--- src/rtl/min_removal_queue_top_defines.svh ---
// ----------------------------------------------------------------------------
// min_removal_queue_top_defines
// assertion macros used by the queue top
// ----------------------------------------------------------------------------
`ifndef MIN_REMOVAL_QUEUE_TOP_DEFINES_SVH
`define MIN_REMOVAL_QUEUE_TOP_DEFINES_SVH

// same-cycle implication, checked outside reset
`define MRQ_ASSERT_NOW(lbl, ante, cons, msg) \
    lbl: assert property (@(posedge clk) disable iff (!rst_n) (ante) |-> (cons)) \
        else $error(msg);

// next-cycle implication, checked outside reset
`define MRQ_ASSERT_NEXT(lbl, ante, cons, msg) \
    lbl: assert property (@(posedge clk) disable iff (!rst_n) (ante) |=> (cons)) \
        else $error(msg);

`endif

--- src/rtl/mrq_pkg.sv ---
// ----------------------------------------------------------------------------
// mrq_pkg
// types and constants of the min removal queue
// ----------------------------------------------------------------------------
package mrq_pkg;

    localparam int DEPTH  = 16;
    localparam int VAL_W  = 32;
    localparam int CMD_W  = 2;
    localparam int STAT_W = 2;
    localparam int CNT_W  = $clog2(DEPTH + 1);
    localparam int IDX_W  = $clog2(DEPTH);

    localparam logic [CMD_W-1:0] CMD_ENQUEUE      = 2'd0;
    localparam logic [CMD_W-1:0] CMD_REMOVE_MIN   = 2'd1;
    localparam logic [CMD_W-1:0] CMD_REMOVE_FRONT = 2'd2;

    localparam logic [STAT_W-1:0] STAT_OK    = 2'd0;
    localparam logic [STAT_W-1:0] STAT_EMPTY = 2'd1;
    localparam logic [STAT_W-1:0] STAT_FULL  = 2'd2;

    typedef logic signed [VAL_W-1:0] value_t;
    typedef logic [CNT_W-1:0]        count_t;
    typedef logic [IDX_W-1:0]        index_t;

    // per-cell control from the sequencer
    typedef struct packed {
        logic load;
        logic shift;
        logic wrap;
    } cell_ctrl_t;

endpackage

--- src/rtl/mrq_cmd_if.sv ---
// ----------------------------------------------------------------------------
// mrq_cmd_if
// command channel: one transaction per queue command
// ----------------------------------------------------------------------------
interface mrq_cmd_if;
    logic                           valid;
    logic                           ready;
    logic [mrq_pkg::CMD_W-1:0]      command;
    mrq_pkg::value_t                value;

    modport source (output valid, output command, output value, input ready);
    modport sink   (input valid, input command, input value, output ready);
endinterface

--- src/rtl/mrq_res_if.sv ---
// ----------------------------------------------------------------------------
// mrq_res_if
// result channel: one transaction per completed command
// ----------------------------------------------------------------------------
interface mrq_res_if;
    logic                           valid;
    logic                           ready;
    logic [mrq_pkg::STAT_W-1:0]     status;
    mrq_pkg::value_t                removed_value;
    mrq_pkg::count_t                entry_count;
    logic                           is_empty;

    modport source (output valid, output status, output removed_value,
                    output entry_count, output is_empty, input ready);
    modport sink   (input valid, input status, input removed_value,
                    input entry_count, input is_empty, output ready);
endinterface

--- src/rtl/mrq_cell.sv ---
// ----------------------------------------------------------------------------
// mrq_cell
// one queue slot: loads a new value, takes its right neighbour or the front
// ----------------------------------------------------------------------------
module mrq_cell (
    input  logic                clk,
    input  mrq_pkg::cell_ctrl_t ctrl,
    input  mrq_pkg::value_t     load_val,
    input  mrq_pkg::value_t     right_val,
    input  mrq_pkg::value_t     front_val,
    output mrq_pkg::value_t     val
);

    mrq_pkg::value_t val_reg;
    mrq_pkg::value_t val_next;

    always_comb
    begin
        val_next = val_reg;
        if (ctrl.load)
        begin
            val_next = load_val;
        end
        else if (ctrl.shift)
        begin
            // rear of the ring picks up the entry leaving the front
            val_next = ctrl.wrap ? front_val : right_val;
        end
    end

    always_ff @(posedge clk)
    begin
        val_reg <= val_next;
    end

    assign val = val_reg;

endmodule

--- src/rtl/min_removal_queue_top.sv ---
// ----------------------------------------------------------------------------
// min_removal_queue_top
// arrival-ordered queue with remove-minimum and remove-front
// ----------------------------------------------------------------------------
// Holds up to DEPTH signed values, oldest at the front, in a row of cells
// that shift towards the front. Enqueue, remove-front, an unused command and
// any removal from an empty queue finish directly: the result sits in the
// output register on the next edge. For remove-minimum the cells rotate as a
// ring, one entry per cycle past a single comparator at the front (the last
// delete step waits for a free result register): a search pass finds the
// smallest value and a delete pass rotates again and drops it on the way. In
// idle, a command is taken while the result register is empty or being drained.
module min_removal_queue_top (
    input  logic       clk,
    input  logic       rst_n,
    mrq_cmd_if.sink    cmd,
    mrq_res_if.source  res
);

    `include "min_removal_queue_top_defines.svh"

    typedef enum logic [1:0] {
        ST_IDLE,
        ST_SEARCH,
        ST_DELETE
    } state_t;

    state_t                       state_reg, state_next;
    mrq_pkg::count_t              occ_reg, occ_next;
    mrq_pkg::index_t              step_reg, step_next;
    mrq_pkg::index_t              best_idx_reg, best_idx_next;
    mrq_pkg::value_t              best_val_reg, best_val_next;

    logic                         res_valid_reg, res_valid_next;
    logic [mrq_pkg::STAT_W-1:0]   status_reg, status_next;
    mrq_pkg::value_t              removed_reg, removed_next;
    mrq_pkg::count_t              count_reg, count_next;

    mrq_pkg::cell_ctrl_t          ctrl [mrq_pkg::DEPTH];
    mrq_pkg::value_t              cell_val [mrq_pkg::DEPTH];
    mrq_pkg::value_t              front;

    logic                         out_free;
    logic                         cmd_acc;
    logic                         last_step;
    logic                         step_go;
    logic                         do_shift;
    logic                         drop_front;
    mrq_pkg::count_t              wrap_pos;

    assign front    = cell_val[0];
    assign out_free = !res_valid_reg || res.ready;
    assign cmd.ready = (state_reg == ST_IDLE) && out_free;
    assign cmd_acc   = cmd.valid && cmd.ready;
    assign last_step = (mrq_pkg::count_t'(step_reg) == occ_reg - 1'b1);
    assign step_go   = !last_step || out_free;

    always_comb
    begin
        state_next     = state_reg;
        occ_next       = occ_reg;
        step_next      = step_reg;
        best_idx_next  = best_idx_reg;
        best_val_next  = best_val_reg;
        res_valid_next = res_valid_reg && !res.ready;
        status_next    = status_reg;
        removed_next   = removed_reg;
        count_next     = count_reg;
        do_shift       = 1'b0;
        drop_front     = 1'b0;
        wrap_pos       = occ_reg - 1'b1;
        for (int i = 0; i < mrq_pkg::DEPTH; i++)
        begin
            ctrl[i] = '0;
        end

        unique case (state_reg)
            ST_IDLE:
            begin
                if (cmd_acc)
                begin
                    res_valid_next = 1'b1;
                    status_next    = mrq_pkg::STAT_OK;
                    removed_next   = '0;
                    count_next     = occ_reg;
                    case (cmd.command)
                        mrq_pkg::CMD_ENQUEUE:
                        begin
                            if (occ_reg == mrq_pkg::count_t'(mrq_pkg::DEPTH))
                            begin
                                status_next = mrq_pkg::STAT_FULL;
                            end
                            else
                            begin
                                for (int i = 0; i < mrq_pkg::DEPTH; i++)
                                begin
                                    ctrl[i].load = (mrq_pkg::count_t'(i) == occ_reg);
                                end
                                occ_next   = occ_reg + 1'b1;
                                count_next = occ_reg + 1'b1;
                            end
                        end
                        mrq_pkg::CMD_REMOVE_FRONT:
                        begin
                            if (occ_reg == '0)
                            begin
                                status_next = mrq_pkg::STAT_EMPTY;
                            end
                            else
                            begin
                                do_shift     = 1'b1;
                                drop_front   = 1'b1;
                                removed_next = front;
                                occ_next     = occ_reg - 1'b1;
                                count_next   = occ_reg - 1'b1;
                            end
                        end
                        mrq_pkg::CMD_REMOVE_MIN:
                        begin
                            if (occ_reg == '0)
                            begin
                                status_next = mrq_pkg::STAT_EMPTY;
                            end
                            else
                            begin
                                // result comes at the end of the delete pass
                                res_valid_next = 1'b0;
                                state_next     = ST_SEARCH;
                                step_next      = '0;
                            end
                        end
                        default:
                        begin
                            status_next = mrq_pkg::STAT_OK;
                        end
                    endcase
                end
            end
            ST_SEARCH:
            begin
                do_shift = 1'b1;
                // strict compare keeps the earliest arrival on a tie
                if (step_reg == '0 || front < best_val_reg)
                begin
                    best_val_next = front;
                    best_idx_next = step_reg;
                end
                if (last_step)
                begin
                    state_next = ST_DELETE;
                    step_next  = '0;
                end
                else
                begin
                    step_next = step_reg + 1'b1;
                end
            end
            ST_DELETE:
            begin
                if (step_go)
                begin
                    do_shift = 1'b1;
                    if (step_reg == best_idx_reg)
                    begin
                        drop_front = 1'b1;
                    end
                    else if (step_reg > best_idx_reg)
                    begin
                        // ring is one shorter once the minimum has gone
                        wrap_pos = occ_reg - 2'd2;
                    end
                    if (last_step)
                    begin
                        state_next     = ST_IDLE;
                        occ_next       = occ_reg - 1'b1;
                        res_valid_next = 1'b1;
                        status_next    = mrq_pkg::STAT_OK;
                        removed_next   = best_val_reg;
                        count_next     = occ_reg - 1'b1;
                    end
                    else
                    begin
                        step_next = step_reg + 1'b1;
                    end
                end
            end
            default:
            begin
                state_next = ST_IDLE;
            end
        endcase

        if (do_shift)
        begin
            for (int i = 0; i < mrq_pkg::DEPTH; i++)
            begin
                ctrl[i].shift = 1'b1;
                ctrl[i].wrap  = !drop_front && (mrq_pkg::count_t'(i) == wrap_pos);
            end
        end
    end

    always_ff @(posedge clk or negedge rst_n)
    begin
        if (!rst_n)
        begin
            state_reg     <= ST_IDLE;
            occ_reg       <= '0;
            step_reg      <= '0;
            best_idx_reg  <= '0;
            best_val_reg  <= '0;
            res_valid_reg <= 1'b0;
            status_reg    <= mrq_pkg::STAT_OK;
            removed_reg   <= '0;
            count_reg     <= '0;
        end
        else
        begin
            state_reg     <= state_next;
            occ_reg       <= occ_next;
            step_reg      <= step_next;
            best_idx_reg  <= best_idx_next;
            best_val_reg  <= best_val_next;
            res_valid_reg <= res_valid_next;
            status_reg    <= status_next;
            removed_reg   <= removed_next;
            count_reg     <= count_next;
        end
    end

    for (genvar g = 0; g < mrq_pkg::DEPTH; g++)
    begin : g_cell
        mrq_cell u_cell (
            .clk       (clk),
            .ctrl      (ctrl[g]),
            .load_val  (cmd.value),
            .right_val (cell_val[(g + 1 < mrq_pkg::DEPTH) ? g + 1 : g]),
            .front_val (front),
            .val       (cell_val[g])
        );
    end

    assign res.valid         = res_valid_reg;
    assign res.status        = status_reg;
    assign res.removed_value = removed_reg;
    assign res.entry_count   = count_reg;
    assign res.is_empty      = (count_reg == '0);

    `MRQ_ASSERT_NOW(a_occ_bound, 1'b1, occ_reg <= mrq_pkg::count_t'(mrq_pkg::DEPTH),
        "occupancy above depth")
    `MRQ_ASSERT_NOW(a_walk_nonempty, state_reg != ST_IDLE,
        occ_reg != '0 && mrq_pkg::count_t'(step_reg) < occ_reg,
        "ring walk outside stored entries")
    `MRQ_ASSERT_NEXT(a_min_shrinks, state_reg == ST_DELETE && step_go && last_step,
        occ_reg == $past(occ_reg) - 1'b1 && res.valid && res.status == mrq_pkg::STAT_OK,
        "remove-minimum did not take exactly one entry")
    `MRQ_ASSERT_NEXT(a_enq_grows,
        cmd_acc && cmd.command == mrq_pkg::CMD_ENQUEUE
            && occ_reg != mrq_pkg::count_t'(mrq_pkg::DEPTH),
        occ_reg == $past(occ_reg) + 1'b1 && res.entry_count == occ_reg,
        "enqueue did not grow the queue")

endmodule

--- src/flat_wrapper.sv ---
// flat-port wrapper written by rule: the top's interface ports become plain ports
module min_removal_queue_top_flat 
  (clk, rst_n, cmd_valid, cmd_command, cmd_value, cmd_ready, res_valid, res_status, res_removed_value, res_entry_count, res_is_empty, res_ready);
  mrq_cmd_if cmd_i ();
  mrq_res_if res_i ();
  input  logic clk;
  input  logic rst_n;
  input wire logic [$bits(cmd_i.valid)-1:0] cmd_valid;
  input wire logic [$bits(cmd_i.command)-1:0] cmd_command;
  input wire logic [$bits(cmd_i.value)-1:0] cmd_value;
  output wire logic [$bits(cmd_i.ready)-1:0] cmd_ready;
  output wire logic [$bits(res_i.valid)-1:0] res_valid;
  output wire logic [$bits(res_i.status)-1:0] res_status;
  output wire logic [$bits(res_i.removed_value)-1:0] res_removed_value;
  output wire logic [$bits(res_i.entry_count)-1:0] res_entry_count;
  output wire logic [$bits(res_i.is_empty)-1:0] res_is_empty;
  input wire logic [$bits(res_i.ready)-1:0] res_ready;
  assign cmd_i.valid = cmd_valid;
  assign cmd_i.command = cmd_command;
  assign cmd_i.value = cmd_value;
  assign cmd_ready = cmd_i.ready;
  assign res_valid = res_i.valid;
  assign res_status = res_i.status;
  assign res_removed_value = res_i.removed_value;
  assign res_entry_count = res_i.entry_count;
  assign res_is_empty = res_i.is_empty;
  assign res_i.ready = res_ready;
  min_removal_queue_top u_core (.clk(clk), .rst_n(rst_n), .cmd(cmd_i), .res(res_i));
endmodule
--- config.mk ---
export PLATFORM = sky130hd
export DESIGN_NAME = min_removal_queue_top_flat
export DESIGN_NICKNAME = d
export VERILOG_FILES = /design/src/rtl/mrq_pkg.sv /design/src/rtl/mrq_cmd_if.sv /design/src/rtl/mrq_res_if.sv /design/src/rtl/mrq_cell.sv /design/src/rtl/min_removal_queue_top.sv /design/src/flat_wrapper.sv
export VERILOG_INCLUDE_DIRS = /design/src /design/src/rtl
export SDC_FILE = /design/constraint.sdc
export NUM_CORES = 1
export LEC_CHECK = 0
export BUFFER_PORTS_ARGS = -buffer_cell sky130_fd_sc_hd__buf_2
export CAP_MARGIN = 15
export CELL_PAD_IN_SITES_DETAIL_PLACEMENT = 0
export CELL_PAD_IN_SITES_GLOBAL_PLACEMENT = 2
export CORE_MARGIN = 5
export CORE_UTILIZATION = 40
export DETAILED_ROUTE_END_ITERATION = 8
export PLACE_DENSITY_LB_ADDON = 0.1
export SYNTH_ARGS = -nofsm -noshare
export SYNTH_HDL_FRONTEND = slang
export SYNTH_HIERARCHICAL = 1
export SYNTH_SLANG_ARGS = --single-unit
--- constraint.sdc ---
create_clock -name clk -period 5.6 [get_ports clk]
set_clock_uncertainty 0.05 [all_clocks]
set_input_delay 1.12 -clock clk [delete_from_list [all_inputs] [get_ports clk]]
set_output_delay 1.12 -clock clk [all_outputs]
set_load 0.03 [all_outputs]
==> metrics.cfg <==
[status]
outcome = complete, no violations

[routing]
wl_met3_mm = 5.08
drtIter0Drc = 1987
wl_met1_mm = 46.7
routed_wl_mm = 100
drtAntennaViolNets = 0
met2_length_mm = 45.5
vias_per_cell = 5.53
drc = 0
via_count = 21889
wl_per_cell_um = 25.3
drt_pre_antenna_iters = 5
routed.top_layer = met4

[timing]
setup_tns_ps = 0
tightest_slew_ps = 1070
slew_violations = 0
setup_viol = 0
max_freq_ghz = 0.223
timing.final.crit_share_pct = 80.2
worst_slack_ps = 1110
hold_viol_final = 0
relSlewSlack_pct = 28.7
rsz0062_at_grt = no
holdWs_ps = 350
min_period_ps = 4490

[global_routing]
track_usage_pct = 22.9
grt_max_degree = 68
grt_pass1_wl_mm = 148
overflow = 0
grt_pass1_vias = 21630
antenna_found_initial = 1

[power]
leakage_nw = 11.1
p_per_area_nw_per_um2 = 651
power.net_switching_w = 0.00886
vdd_drop_max_uv = 372
p_seq_share_pct = 42.5
p_sw_share_pct = 38.6
comb_power_share_pct = 37.5
intPower_w = 0.0141
clockPowerShare_pct = 20.0

[synth]
yosys.area.top_type = edfxtp_1
synth_area_per_cell_sq_um = 11.5
synthCells = 2801
yosys-top-cells-area = edfxtp_1, mux2i_1, o21ai_1
synth_flop_cell = edfxtp_1
ys_types = 56
yosysTopAreaCellShare_pct = 47.8
async_reset_ff_share_pct = 13.8
yosys_warnings = 6
ys_seq_area_share_pct = 54.2
synth_fp_nets = 2893
synth_edf_count = 512
synthesis.area_sq_um = 32100
ys_ff_latch = 594

[placed_design]
port_buffers = 79
dp_slack_ps = 1150
dp_hpwl_mm = 61.7
finalWeightedCongestion = 0.832

[die]
num_rows = 104
start_util_pct = 40.1
die_y_um = 293
pin_count = 80
core_area_sq_um = 80200
die_w_um = 293
die_area_sq_um = 86100

[setup_path]
endpoint_kind = register
worst_setup_path_start_kind = register
path_class = register to register
arrival_ps = 4750
crit_fanout = 32
cp.required_ps = 5860

[clock_tree]
hold_buffers = 0
insertion_delay_ps = 610
cts_buffers = 72
cts_sinks = 594
post-cts-setup-buffers = 0
cts_max_path_buffers = 3
cts_tree = built
ctsHtreeMaxLevel = 3
clk_pin_slew_ps = 60
root_buffer = clkbuf_16
cts_resized = 0

[final_layout]
largest_reg_flops = 512
nets = 2932
drive_gt1_share_pct = 12.4
synthToLayoutAreaGrowth_pct = 9.62

[flow_run]
cap_violations = 0

[hold_path]
hold_path.class = primary input to async pin

## cell usage after synthesis (4+ instances only)
master	n
buf_12	48
buf_2	104
dfrtp_1	82
nor3b_1	9
inv_1	53
mux2i_1	516
or2_2	16
nand2_1	548
clkbuf_1	23
nor3_1	19
o21ai_1	480
mux2_2	38
a211oi_1	4
nand4_1	6
a21oi_1	50
buf_6	25
a22oi_1	34
xnor2_1	11
edfxtp_1	512
nand3_1	9
o21ai_0	46
ha_1	54
nor2_1	61
## kinds of logic after synthesis
logic type               Yosys count  share of synthesized area, %
flip-flops                       594                          54.2
buffers and inverters            254                          6.40
multiplexers                     554                          17.4
AND/OR/NAND/NOR                  688                          8.70
XOR/XNOR                          12                         0.327
AO/OA/AOI/OAI                    645                          10.9
adder cells (fa/ha/maj)           54                          2.10
## through the flow
stage	instance area, sq um	utilization, %	total power [W]	cells
6_report	35200	44.0	0.0229	3956
5_1_grt	35200	43.9	0.0243	3954
4_1_cts	35200	43.9	0.0232	3954
2_1_floorplan	32100	-	0.0149	2801
3_5_place_dp	33000	41.1	0.0185	3826
3_3_place_gp	33000	41.1	0.0182	3826
## layer usage
metal / GRT usage, % / vias up
li1: - / 10280
met1: 32.9 / 10864
met2: 36.5 / 630
met3: 2.87 / 115
met4: 7.22 / 0
met5: 0 / -
## final cells by class
cell class | count | area, sq um
clock inverters | 27 | 235
flip-flops and latches | 594 | 17400
multi-input cells | 1953 | 12900
diodes | 2 | 5.00
fillers | 7494 | 44900
inverters | 53 | 199
repair buffers | 166 | 1140
well taps | 1060 | 1330
clock buffers | 101 | 2040
## critical path, cell delays in order, from the launching register on
cell	delay, ps
dfrtp_1	520
inv_1	290
ha_1	360
nor3b_1	470
and3_2	310
o2111ai_4	130
nand4_4	190
mux2i_1	120
a2111o_1	540
nor3_2	170
buf_4	600
mux2i_1	290
o21ai_1	140
## power by group through the flow
| stage | Sequential [W] | Clock, W | Combinational, W |
|---|---|---|---|
| CTS | 0.00979 | 0.00471 | 0.00865 |
| floorplan | 0.00979 | 0 | 0.00511 |
| finish | 0.00975 | 0.00458 | 0.00860 |
| global route | 0.0100 | 0.00492 | 0.00937 |
| detailed placement | 0.00983 | 0 | 0.00864 |
| global placement | 0.00981 | 0 | 0.00843 |
## final timing paths
kind | to | start | slack (ps) | cells after the start
worst max register to register | u_core/g_cell[11].u_cell/val[3]$_DFFE_PP_ | u_core/res.entry_count[0]$_DFFE_PN0P_ | 1110 | 12
max in group asynchronous | u_core/res.removed_value[12]$_DFFE_PN0P_ | rst_n | 3980 | 2
min in group clk | u_core/res.status[1]$_DFFE_PN0P_ | u_core/res.status[1]$_DFFE_PN0P_ | 450 | 1
worst max-delay path | u_core/g_cell[11].u_cell/val[3]$_DFFE_PP_ | u_core/res.entry_count[0]$_DFFE_PN0P_ | 1110 | 12
worst min-delay path | u_core/step_reg[3]$_DFFE_PN0P_ | rst_n | 350 | 1
worst min register to register | u_core/res.status[1]$_DFFE_PN0P_ | u_core/res.status[1]$_DFFE_PN0P_ | 450 | 1
## cells in the final DEF (no fill, tap or decap), drive strengths merged, types with 16 or more instances in the layout
cell type	netlist	routed
mux2i	516	516
nand2	548	548
clkinv	0	21
clkbuf	23	101
dfrtp	82	82
a21oi	50	50
a22oi	34	34
o21ai	526	526
nor3	19	19
ha	54	54
buf	178	166
edfxtp	512	512
nor2	61	61
or2	16	16
mux2	38	38
inv	53	54
Power figures use the tool's default switching activity.
